**src/sv/bpc_pkg.sv**
```systemverilog
`default_nettype none

package bpc_pkg;

    // Latched press classification
    typedef enum logic [1:0] {
        KIND_NONE  = 2'd0,
        KIND_SHORT = 2'd1,
        KIND_LONG  = 2'd2
    } press_kind_t;

    // Configuration register indexes
    localparam int CFG_INDEX_W = 8;
    typedef logic [CFG_INDEX_W-1:0] cfg_index_t;

    localparam cfg_index_t REG_DEBOUNCE   = cfg_index_t'(0);
    localparam cfg_index_t REG_LONG_PRESS = cfg_index_t'(1);
    localparam cfg_index_t REG_REFRESH    = cfg_index_t'(2);

    // Register reset values
    localparam logic [15:0] DEBOUNCE_RESET   = 16'd40;
    localparam logic [15:0] LONG_PRESS_RESET = 16'd300;
    localparam logic [15:0] REFRESH_RESET    = 16'd100;

    localparam logic [31:0] INT32_MIN = 32'h8000_0000;
    localparam logic [31:0] INT32_MAX = 32'h7FFF_FFFF;

endpackage

`default_nettype wire

```
**src/sv/button_press_classifier.sv**
```systemverilog
`default_nettype none

// Button press classifier. Each input beat carries the millisecond time, the
// raw active-low switch level, the encoder delta and a take-press flag; each
// beat yields exactly one result beat with the latched press kind (when taken)
// and the negated, saturated encoder delta held at the last refresh. The switch
// is sampled only when more than debounce_ms has passed since the previous
// sample; a release before long_press_ms latches SHORT, a hold of long_press_ms
// or more latches LONG. One beat is accepted per cycle while the result is not
// stalled: the beat is captured in an input register, classified against the
// running state and written to the result register, which presents it as the
// result beat. A stalled result holds a full input stage and stalls the input in
// the same cycle. Configuration writes (index 0 debounce, 1 long press, 2
// refresh, others ignored) are always ready and must land only while idle.
module button_press_classifier
    import bpc_pkg::*;
(
    input  wire logic               clk,
    input  wire logic               rst_n,

    input  wire logic               cfg_valid,
    output logic                    cfg_ready,
    input  wire cfg_index_t         cfg_index,
    input  wire logic [15:0]        cfg_data,

    input  wire logic               in_valid,
    output logic                    in_stall,
    input  wire logic [31:0]        now_ms,
    input  wire logic               switch_level,
    input  wire logic signed [31:0] encoder_count,
    input  wire logic               take_press,

    output logic                    out_valid,
    input  wire logic               out_stall,
    output logic [1:0]              press_kind,
    output logic signed [31:0]      turn_amount
);

    // Configuration registers
    logic [15:0] debounce_reg;
    logic [15:0] long_press_reg;
    logic [15:0] refresh_reg;

    // Input stage
    logic        stage_valid_reg;
    logic [31:0] now_reg;
    logic        level_reg;
    logic [31:0] count_reg;
    logic        take_reg;

    // Classifier state
    logic [31:0] sample_time_reg,  sample_time_next;
    logic [31:0] press_start_reg,  press_start_next;
    logic [31:0] capture_time_reg, capture_time_next;
    logic        awaiting_reg,     awaiting_next;
    logic        was_pressed_reg,  was_pressed_next;
    press_kind_t pending_reg,      pending_next;
    logic [31:0] held_reg,         held_next;

    // Result register
    logic        out_valid_reg;
    press_kind_t kind_reg,         kind_next;
    logic [31:0] turn_reg,         turn_next;

    logic        advance;
    logic        pressed;
    logic        sample_due;
    logic        press_edge;
    logic [31:0] sample_gap;
    logic [31:0] press_gap;
    logic [31:0] hold_gap;
    logic [31:0] capture_gap;
    logic [31:0] long_limit;

    assign cfg_ready = 1'b1;

    // Write configuration
    always_ff @(posedge clk or negedge rst_n)
    begin
        if (!rst_n)
        begin
            debounce_reg   <= DEBOUNCE_RESET;
            long_press_reg <= LONG_PRESS_RESET;
            refresh_reg    <= REFRESH_RESET;
        end
        else if (cfg_valid && cfg_ready)
        begin
            unique case (cfg_index)
                REG_DEBOUNCE:   debounce_reg   <= cfg_data;
                REG_LONG_PRESS: long_press_reg <= cfg_data;
                REG_REFRESH:    refresh_reg    <= cfg_data;
                default:        ;
            endcase
        end
    end

    // Move the staged beat on when the result slot is free or being emptied
    assign advance  = stage_valid_reg && (!out_valid_reg || !out_stall);
    assign in_stall = stage_valid_reg && !advance;

    // Capture input beat
    always_ff @(posedge clk or negedge rst_n)
    begin
        if (!rst_n)
        begin
            stage_valid_reg <= 1'b0;
        end
        else if (!in_stall)
        begin
            stage_valid_reg <= in_valid;
        end
    end

    always_ff @(posedge clk)
    begin
        if (in_valid && !in_stall)
        begin
            now_reg   <= now_ms;
            level_reg <= switch_level;
            count_reg <= encoder_count;
            take_reg  <= take_press;
        end
    end

    // Classify the staged beat against the running state
    assign pressed     = !level_reg;
    assign long_limit  = {16'd0, long_press_reg};
    assign sample_gap  = now_reg - sample_time_reg;
    assign press_gap   = now_reg - press_start_reg;
    assign capture_gap = now_reg - capture_time_reg;
    assign sample_due  = sample_gap > {16'd0, debounce_reg};
    assign press_edge  = sample_due && (pressed != was_pressed_reg);
    // A fresh press restarts the hold timer at this very sample
    assign hold_gap    = (press_edge && pressed) ? 32'd0 : press_gap;

    always_comb
    begin
        sample_time_next  = sample_time_reg;
        press_start_next  = press_start_reg;
        capture_time_next = capture_time_reg;
        awaiting_next     = awaiting_reg;
        was_pressed_next  = was_pressed_reg;
        pending_next      = pending_reg;
        held_next         = held_reg;
        kind_next         = KIND_NONE;

        if (sample_due)
        begin
            sample_time_next = now_reg;
            if (press_edge)
            begin
                if (pressed)
                begin
                    press_start_next = now_reg;
                    awaiting_next    = 1'b1;
                end
                else if (press_gap < long_limit)
                begin
                    pending_next  = KIND_SHORT;
                    awaiting_next = 1'b0;
                end
                was_pressed_next = pressed;
            end
            if ((hold_gap >= long_limit) && awaiting_next)
            begin
                pending_next  = KIND_LONG;
                awaiting_next = 1'b0;
            end
        end

        // Refresh the held encoder delta
        if (capture_gap >= {16'd0, refresh_reg})
        begin
            held_next         = count_reg;
            capture_time_next = now_reg;
        end

        // Hand over and clear the latched kind
        if (take_reg)
        begin
            kind_next    = pending_next;
            pending_next = KIND_NONE;
        end

        // Negate with saturation of the most negative value
        if (held_next == INT32_MIN)
        begin
            turn_next = INT32_MAX;
        end
        else
        begin
            turn_next = 32'd0 - held_next;
        end
    end

    // Update state
    always_ff @(posedge clk or negedge rst_n)
    begin
        if (!rst_n)
        begin
            sample_time_reg  <= '0;
            press_start_reg  <= '0;
            capture_time_reg <= '0;
            awaiting_reg     <= 1'b0;
            was_pressed_reg  <= 1'b0;
            pending_reg      <= KIND_NONE;
            held_reg         <= '0;
        end
        else if (advance)
        begin
            sample_time_reg  <= sample_time_next;
            press_start_reg  <= press_start_next;
            capture_time_reg <= capture_time_next;
            awaiting_reg     <= awaiting_next;
            was_pressed_reg  <= was_pressed_next;
            pending_reg      <= pending_next;
            held_reg         <= held_next;
        end
    end

    // Hold or load the result beat
    always_ff @(posedge clk or negedge rst_n)
    begin
        if (!rst_n)
        begin
            out_valid_reg <= 1'b0;
        end
        else if (!out_valid_reg || !out_stall)
        begin
            out_valid_reg <= advance;
        end
    end

    always_ff @(posedge clk)
    begin
        if (advance)
        begin
            kind_reg <= kind_next;
            turn_reg <= turn_next;
        end
    end

    assign out_valid   = out_valid_reg;
    assign press_kind  = kind_reg;
    assign turn_amount = turn_reg;

`ifndef ASSERT_OFF
    // A long-press wait is only armed while the switch is held down
    assert property (@(posedge clk) disable iff (!rst_n)
        awaiting_reg |-> was_pressed_reg)
        else $error("long-press wait armed while released");

    // The negated delta never shows the most negative value
    assert property (@(posedge clk) disable iff (!rst_n)
        out_valid |-> (turn_amount != INT32_MIN))
        else $error("turn amount not saturated");

    // A staged beat with a free result slot reaches the output next cycle
    assert property (@(posedge clk) disable iff (!rst_n)
        (stage_valid_reg && !out_valid_reg) |=> out_valid_reg)
        else $error("staged beat lost");

    // Input is only held back by a full stage
    assert property (@(posedge clk) disable iff (!rst_n)
        in_stall |-> (stage_valid_reg && out_valid_reg && out_stall))
        else $error("spurious input stall");
`endif

endmodule

`default_nettype wire

```
**config.mk**
```make
export PLATFORM = sky130hd
export DESIGN_NAME = button_press_classifier
export DESIGN_NICKNAME = d
export VERILOG_FILES = /design/src/sv/bpc_pkg.sv /design/src/sv/button_press_classifier.sv
export SDC_FILE = /design/constraint.sdc
export NUM_CORES = 1
export LEC_CHECK = 0
export ABC_AREA = 1
export BUFFER_PORTS_ARGS = -buffer_cell sky130_fd_sc_hd__buf_2
export CORE_ASPECT_RATIO = 1.4
export CORE_MARGIN = 2
export CORE_UTILIZATION = 56
export DETAILED_ROUTE_END_ITERATION = 10
export GPL_ROUTABILITY_DRIVEN = 0
export GPL_TIMING_DRIVEN = 1
export PLACE_DENSITY = 0.78
export SLEW_MARGIN = 20
export SYNTH_ARGS = -nofsm -noshare
export SYNTH_HDL_FRONTEND = slang
export SYNTH_SLANG_ARGS = --single-unit
export TNS_END_PERCENT = 100
```
**constraint.sdc**
```tcl
create_clock -name clk -period 5.3 [get_ports clk]
set_input_delay 0 -clock clk [delete_from_list [all_inputs] [get_ports clk]]
set_output_delay 0 -clock clk [all_outputs]
set_load 0.01 [all_outputs]
```
== Yosys cells after proc, flatten, opt, wreduce, memory -nomap -nowiden ==
Index checks and enable logic that the tools add are counted.

* Flip-flop bits (word level): 282
* Input bits: 95
* Output and inout port bits: 37
* Word-level logic and storage cells: 64

* Add/sub/neg operators: 4
* Magnitude comparators: 4
* Equal/unequal tests: 4
* Mux-type cells: 13
* Bitwise operators: 1
* Reduce and logical (&&, ||, !) cells: 20

{| class="wikitable"
|+ Operators with widths
! cell !! number
|-
| subtractor 32 bit || 3
|-
| >= comparator 32 x 16 -> 1 bit || 2
|-
| 2-to-1 mux 32 bit || 2
|-
| equality test 32 bit, second input constant || 1
|-
| greater-than comparator 32 x 16 -> 1 bit || 1
|-
| less-than comparator 32 x 16 -> 1 bit || 1
|-
| subtractor 1 x 32 -> 32 bit, first input constant || 1
|-
| 2-to-1 mux 2 bit || 6
|-
| AND reduction 2 bit || 5
|-
| equality test 8 x 1 -> 1 bit, second input constant || 1
|-
| equality test 8 x 2 -> 1 bit, second input constant || 1
|-
| zero test 8 bit || 1
|-
| logical AND 1 bit || 6
|-
| zero test 1 bit || 5
|-
| 2-to-1 mux 1 bit || 5
|-
| AND reduction 4 bit || 1
|-
| AND reduction 3 bit || 1
|-
| logical OR 1 bit || 1
|-
| != test 1 bit || 1
|-
| inverter 1 bit || 1
|}

== Depth between registers and ports, before layout ==
* Word-level depth: 10
* Gate-level depth with buffers: 41
* Depth with buffers taken out: 41

== Worst setup path before layout ==
Ideal clock, no wire load.

* Path type: register to register
* Start point: register now_reg[1]
* End point: register kind_reg[1], in the netlist press_kind[1], data pin
* Library setup time: 263 ps
* Arrival time: 4,904 ps
* Data required time: 5,037 ps
* Setup slack: 133 ps
* Stages on the path, launching flop included: 34
* Path buffers: 1
* Period minus slack after synthesis: 5,167 ps
* Cells stage by stage: edfxtp_1 -> inv_1 -> fa_1 -> o21ai_0 -> a21oi_1 -> o21ai_0 -> xor2_1 -> ha_1 -> nand3_1 -> nor4_1 -> o21ai_0 -> nand2_1 -> nand2_1 -> nand2_1 -> nor2_1 -> nand3_1 -> nor2_1 -> nand3_1 -> nand2_1 -> inv_1 -> clkbuf_1 -> nor2_1 -> ha_1 -> o21ai_0 -> nand2_1 -> a21o_1 -> a21oi_1 -> nor2_1 -> o21ai_0 -> o211ai_1 -> a41oi_1 -> a21boi_0 -> nand2_1 -> a21boi_0

* Longest elaborated chain between the ends: 9
* Elaborated cells on any way between the ends: 18
* Those cells by class: 2 x add/sub; 3 x order compare; 10 x mux; 3 x reduce/logical

{| class="wikitable"
|+ RTL lines
! item !! line !! text
|-
| start: declaration || button_press_classifier.sv:46 || <nowiki>logic [31:0] now_reg;</nowiki>
|-
| start signal: assignment || button_press_classifier.sv:118 || <nowiki>now_reg <= now_ms;</nowiki>
|-
| subtractor 32 bit (on tied branches) || button_press_classifier.sv:128, button_press_classifier.sv:129 ||
|-
| greater-than comparator 32 x 16 -> 1 bit or less-than comparator 32 x 16 -> 1 bit (tied branches) || button_press_classifier.sv:131, button_press_classifier.sv:157 ||
|-
| logical AND 1 bit or 2-to-1 mux 1 bit (tied branches) || button_press_classifier.sv:132, button_press_classifier.sv:157 ||
|-
| logical AND 1 bit or 2-to-1 mux 1 bit (tied branches) || button_press_classifier.sv:134, button_press_classifier.sv:152 ||
|-
| 2-to-1 mux 32 bit or 2-to-1 mux 1 bit (tied branches) || button_press_classifier.sv:134, button_press_classifier.sv:150 ||
|-
| >= comparator 32 x 16 -> 1 bit or 2-to-1 mux 1 bit (tied branches) || button_press_classifier.sv:164, button_press_classifier.sv:147 ||
|-
| logical AND 1 bit || button_press_classifier.sv:164 || <nowiki>if ((hold_gap >= long_limit) && awaiting_next)</nowiki>
|-
| 2-to-1 mux 2 bit || button_press_classifier.sv:164 ||
|-
| 2-to-1 mux 2 bit * || button_press_classifier.sv:147 || <nowiki>if (sample_due)</nowiki>
|-
| end signal: assignment || button_press_classifier.sv:238 || <nowiki>kind_reg <= kind_next;</nowiki>
|-
| end: declaration || button_press_classifier.sv:62 || <nowiki>press_kind_t kind_reg, kind_next;</nowiki>
|}

Mark *: on every way between the ends. The rest lies on a longest branch, timed or not. The select of a mux whose other input is x is not followed.
A chain may end at the register's enable or synchronous reset.

== Worst setup path in the final report ==
* Start point: register now_reg[1]
* End point: register pending_reg[0]

* Longest elaborated chain between the ends: 10
* Elaborated cells on any way between the ends: 19
* Those cells by class: 2 x add/sub; 3 x order compare; 11 x mux; 3 x reduce/logical

{| class="wikitable"
|+ RTL lines
! item !! line !! text
|-
| subtractor 32 bit (on tied branches) || button_press_classifier.sv:128, button_press_classifier.sv:129 ||
|-
| greater-than comparator 32 x 16 -> 1 bit or less-than comparator 32 x 16 -> 1 bit (tied branches) || button_press_classifier.sv:131, button_press_classifier.sv:157 ||
|-
| logical AND 1 bit or 2-to-1 mux 1 bit (tied branches) || button_press_classifier.sv:132, button_press_classifier.sv:157 ||
|-
| logical AND 1 bit or 2-to-1 mux 1 bit (tied branches) || button_press_classifier.sv:134, button_press_classifier.sv:152 ||
|-
| 2-to-1 mux 32 bit or 2-to-1 mux 1 bit (tied branches) || button_press_classifier.sv:134, button_press_classifier.sv:150 ||
|-
| >= comparator 32 x 16 -> 1 bit or 2-to-1 mux 1 bit (tied branches) || button_press_classifier.sv:164, button_press_classifier.sv:147 ||
|-
| logical AND 1 bit || button_press_classifier.sv:164 ||
|-
| 2-to-1 mux 2 bit || button_press_classifier.sv:164 ||
|-
| 2-to-1 mux 2 bit * || button_press_classifier.sv:147 ||
|-
| 2-to-1 mux 2 bit * || button_press_classifier.sv:179 || <nowiki>if (take_reg)</nowiki>
|-
| end signal: assignment || button_press_classifier.sv:216 || <nowiki>pending_reg <= pending_next;</nowiki>
|-
| end: declaration || button_press_classifier.sv:57 || <nowiki>press_kind_t pending_reg, pending_next;</nowiki>
|}

Marks and branches as above.

==> flow_summary.yaml <==
outcome:
  status: "complete, no violations"
yosys:
  ys_ff_latch: 282
  synth_seq_area_share_pct: 37.5
  yosys_warnings: 0
  syn_avg_cell_area_um2: 7.20
  syn_nets: 3057
  synthCells: 2802
  netlist_area_mm2: 0.0202
  synth.distinct_cells: 55
route:
  drc_errors: 0
  via_per_inst: 5.66
  dr.pass1.iters: 6
  drt_iter0_markers: 1579
  wl_per_cell_um: 17.4
  ant_nets: 0
  routed_wl_um: 62800
  num_vias: 20500
timing:
  setup_viol: 0
  worstMarginPinSlew_ns: 0.991
  post-route-period-util_pct: 99.0
  rsz0062_at_grt: "yes"
  slew_violations: 0
  relSlewSlack_pct: 33.7
  hold_viol: 0
  fin_crit_ns: 5.25
  setup-tns-final_ns: 0
  fmax_mhz: 191
  skew_ns: 0.0216
pwr:
  power_density_mw_per_mm2: 432
  peakVddDrop_mv: 0.384
  total_power_mw: 10.6
  power_leakage_nw: 12.3
min_path:
  hold_class: "input pin to async pin"
critical_path:
  cpPeakStageDelay_ns: 0.42
  cp_num_cells: 39
  cp_common_cell: "nand2_1"
  rr_endpoint: "pending_reg[0]"
  r2r-start: "now_reg[1]"
  cp_top_family: "simple AND/OR/NAND/NOR gates"
  worstSetupEndpointType: "register"
  cp.required_ns: 5.82
  cp-start-kind: "register"
  ff2ff_path_depth: 39
  slowest_stage: "edfxtp_1"
  crit_type: "register to register"
  worst-r2r-setup-slack_ns: 0.05
  cp.buffers_inverters: 3
  cp.arrival_ns: 5.76
  critPathMaxFanout: 4
floorplanning:
  ios: 132
  initial_core_util_pct: 56.5
  die-area_mm2: 0.0376
  rows: 82
  die_w_um: 164
  core_area_mm2: 0.0357
  die_h_um: 229
place:
  portBuffers: 130
  post-dp-hpwl_um: 46200
grt:
  antenna_found_initial: 0
  gr-total-overflow: 0
  first_global_vias: 20300
  grt_max_degree: 97
  grt_pass1_wl_um: 96200
  grt_usage_pct: 32.4
clock_network:
  clock_latency_ns: 0.59
  cts-buffers-inserted: 30
  cts_max_level: 1
  cts_buffer_depth: 3
  path_clk_slew_ns: 0.06
  cts_tree: "yes"
  clock_sinks: 282
  ctsRootBufferMaster: "clkbuf_16"
final_layout:
  final_cell_mix: "nand2_1 (822), inv_1 (471), o21ai_0 (234), nor2_1 (214), dfrtp_1 (173)"
  nets: 3388
  drive_gt1_share_pct: 14.9
  diodes: 0
  final_common_cell: "nand2_1"
  area.growth.synth_to_final_pct: 21.6
run:
  cap_viol_max_count: 0
==> metal layers <==
metal  vias to the layer above  part of all wire (%)  GRT usage (%)
li1                       9628                     -              -
met1                      9411                    34           33.0
met2                      1057                    50           58.4
met3                       396                   6.9           4.41
met4                         0                   9.4           25.4
met5                         -                     0              0
==> worst reg2reg max path, delay by kind of cell, from the launching register on <==
family,cells,cell delay (ns)
simple gates,22,2.03
compound gates,10,1.42
xor+xnor,1,0.19
buf+inv,3,0.33
flops,1,0.42
fa+ha+maj,3,0.79
==> power breakdown <==
part / internal (mW) / total, mW / switching, mW
Clock: 1.23 / 2.16 / 0.926
Combinational: 2.10 / 5.61 / 3.52
Sequential: 2.65 / 2.84 / 0.188
Total: 5.98 / 10.6 / 4.63
==> layout make-up <==
class	count	area [um2]
clock buffer	43	862
inverter	481	1810
sequential	282	7570
tap	462	578
multi-input combinational	1991	11000
clock inverter	13	130
timing repair buffer	347	2560
fill	2831	11200
==> how the worst max path moves through the flow <==
stage                                   from             end  slack [ns]
after floorplan                   now_reg[1]   press_kind[1]        0.13
final                             now_reg[1]  pending_reg[0]        0.05
after global routing              now_reg[1]  pending_reg[1]       -0.19
after global placement    sample_time_reg[0]   press_kind[1]       -0.23
after CTS                         now_reg[1]   press_kind[1]        0.02
after detailed placement  sample_time_reg[0]   press_kind[1]       -0.36
==> Yosys cell counts, drive strengths merged <==
cell type,number,share of area [%]
a31o,1,0.043
nand3b,36,1.4
o2111ai,1,0.043
o211ai,7,0.26
edfxtp,100,15
conb,1,0.019
nand3,135,4.0
o21bai,5,0.19
nor3,32,0.82
clkbuf,34,0.63
xor2,46,2.0
and3,3,0.093
nand2,852,16
nor2b,1,0.031
a211oi,3,0.11
dfrtp,173,21
ha,157,9.7
fa,3,0.30
nor2,251,5.1
o21a,6,0.22
o22ai,1,0.031
inv,481,8.9
nor4,8,0.28
nor3b,4,0.17
or2,5,0.15
dfstp,9,1.2
a21oi,116,2.9
a31oi,2,0.062
and2,2,0.062
a21boi,6,0.22
buf,14,0.58
a41oi,1,0.043
xnor2,11,0.48
o21ai,248,6.2
a21o,9,0.33
nand4,37,1.1
o211a,1,0.050
==> logic make-up (layout without fill, tap and decap cells) <==
family | count (synthesis) | in the layout | share of synthesized area [%]
compound gates | 407 | 407 | 10.7
flops | 282 | 282 | 37.5
fa+ha+maj | 160 | 160 | 10.0
simple gates | 1366 | 1366 | 29.1
buf+inv | 529 | 884 | 10.2
other cells | 1 | 1 | 0.0186
xor+xnor | 57 | 57 | 2.47
==> stage by stage <==
stage                     worst slack [ns]  util, %  cells  cell area, um2  hold slack [ns]
after floorplan                      0.133        -   2802           20200           -0.296
final                               0.0533     68.7   3619           24500           0.0803
after detailed placement            -0.357     61.9   3463           22100            0.148
after CTS                           0.0247     67.4   3610           24100            0.101
after global placement              -0.229     61.9   3463           22100            0.145
after global routing                -0.186     68.7   3619           24500            0.116
==> what timing repair did <==
| item | in CTS | in global routing |
|---|---|---|
| hold buffers | 87 | 0 |
| setup endpoints to repair | 5 | 37 |
| gates resized for setup | 21 | 94 |
| endpoints found under the hold margin | 212 | 0 |
| pin swaps | 9 | 37 |
| cloned | 0 | 0 |
| buffers inserted | 4 | 9 |
(Power assumes the default switching activity.)
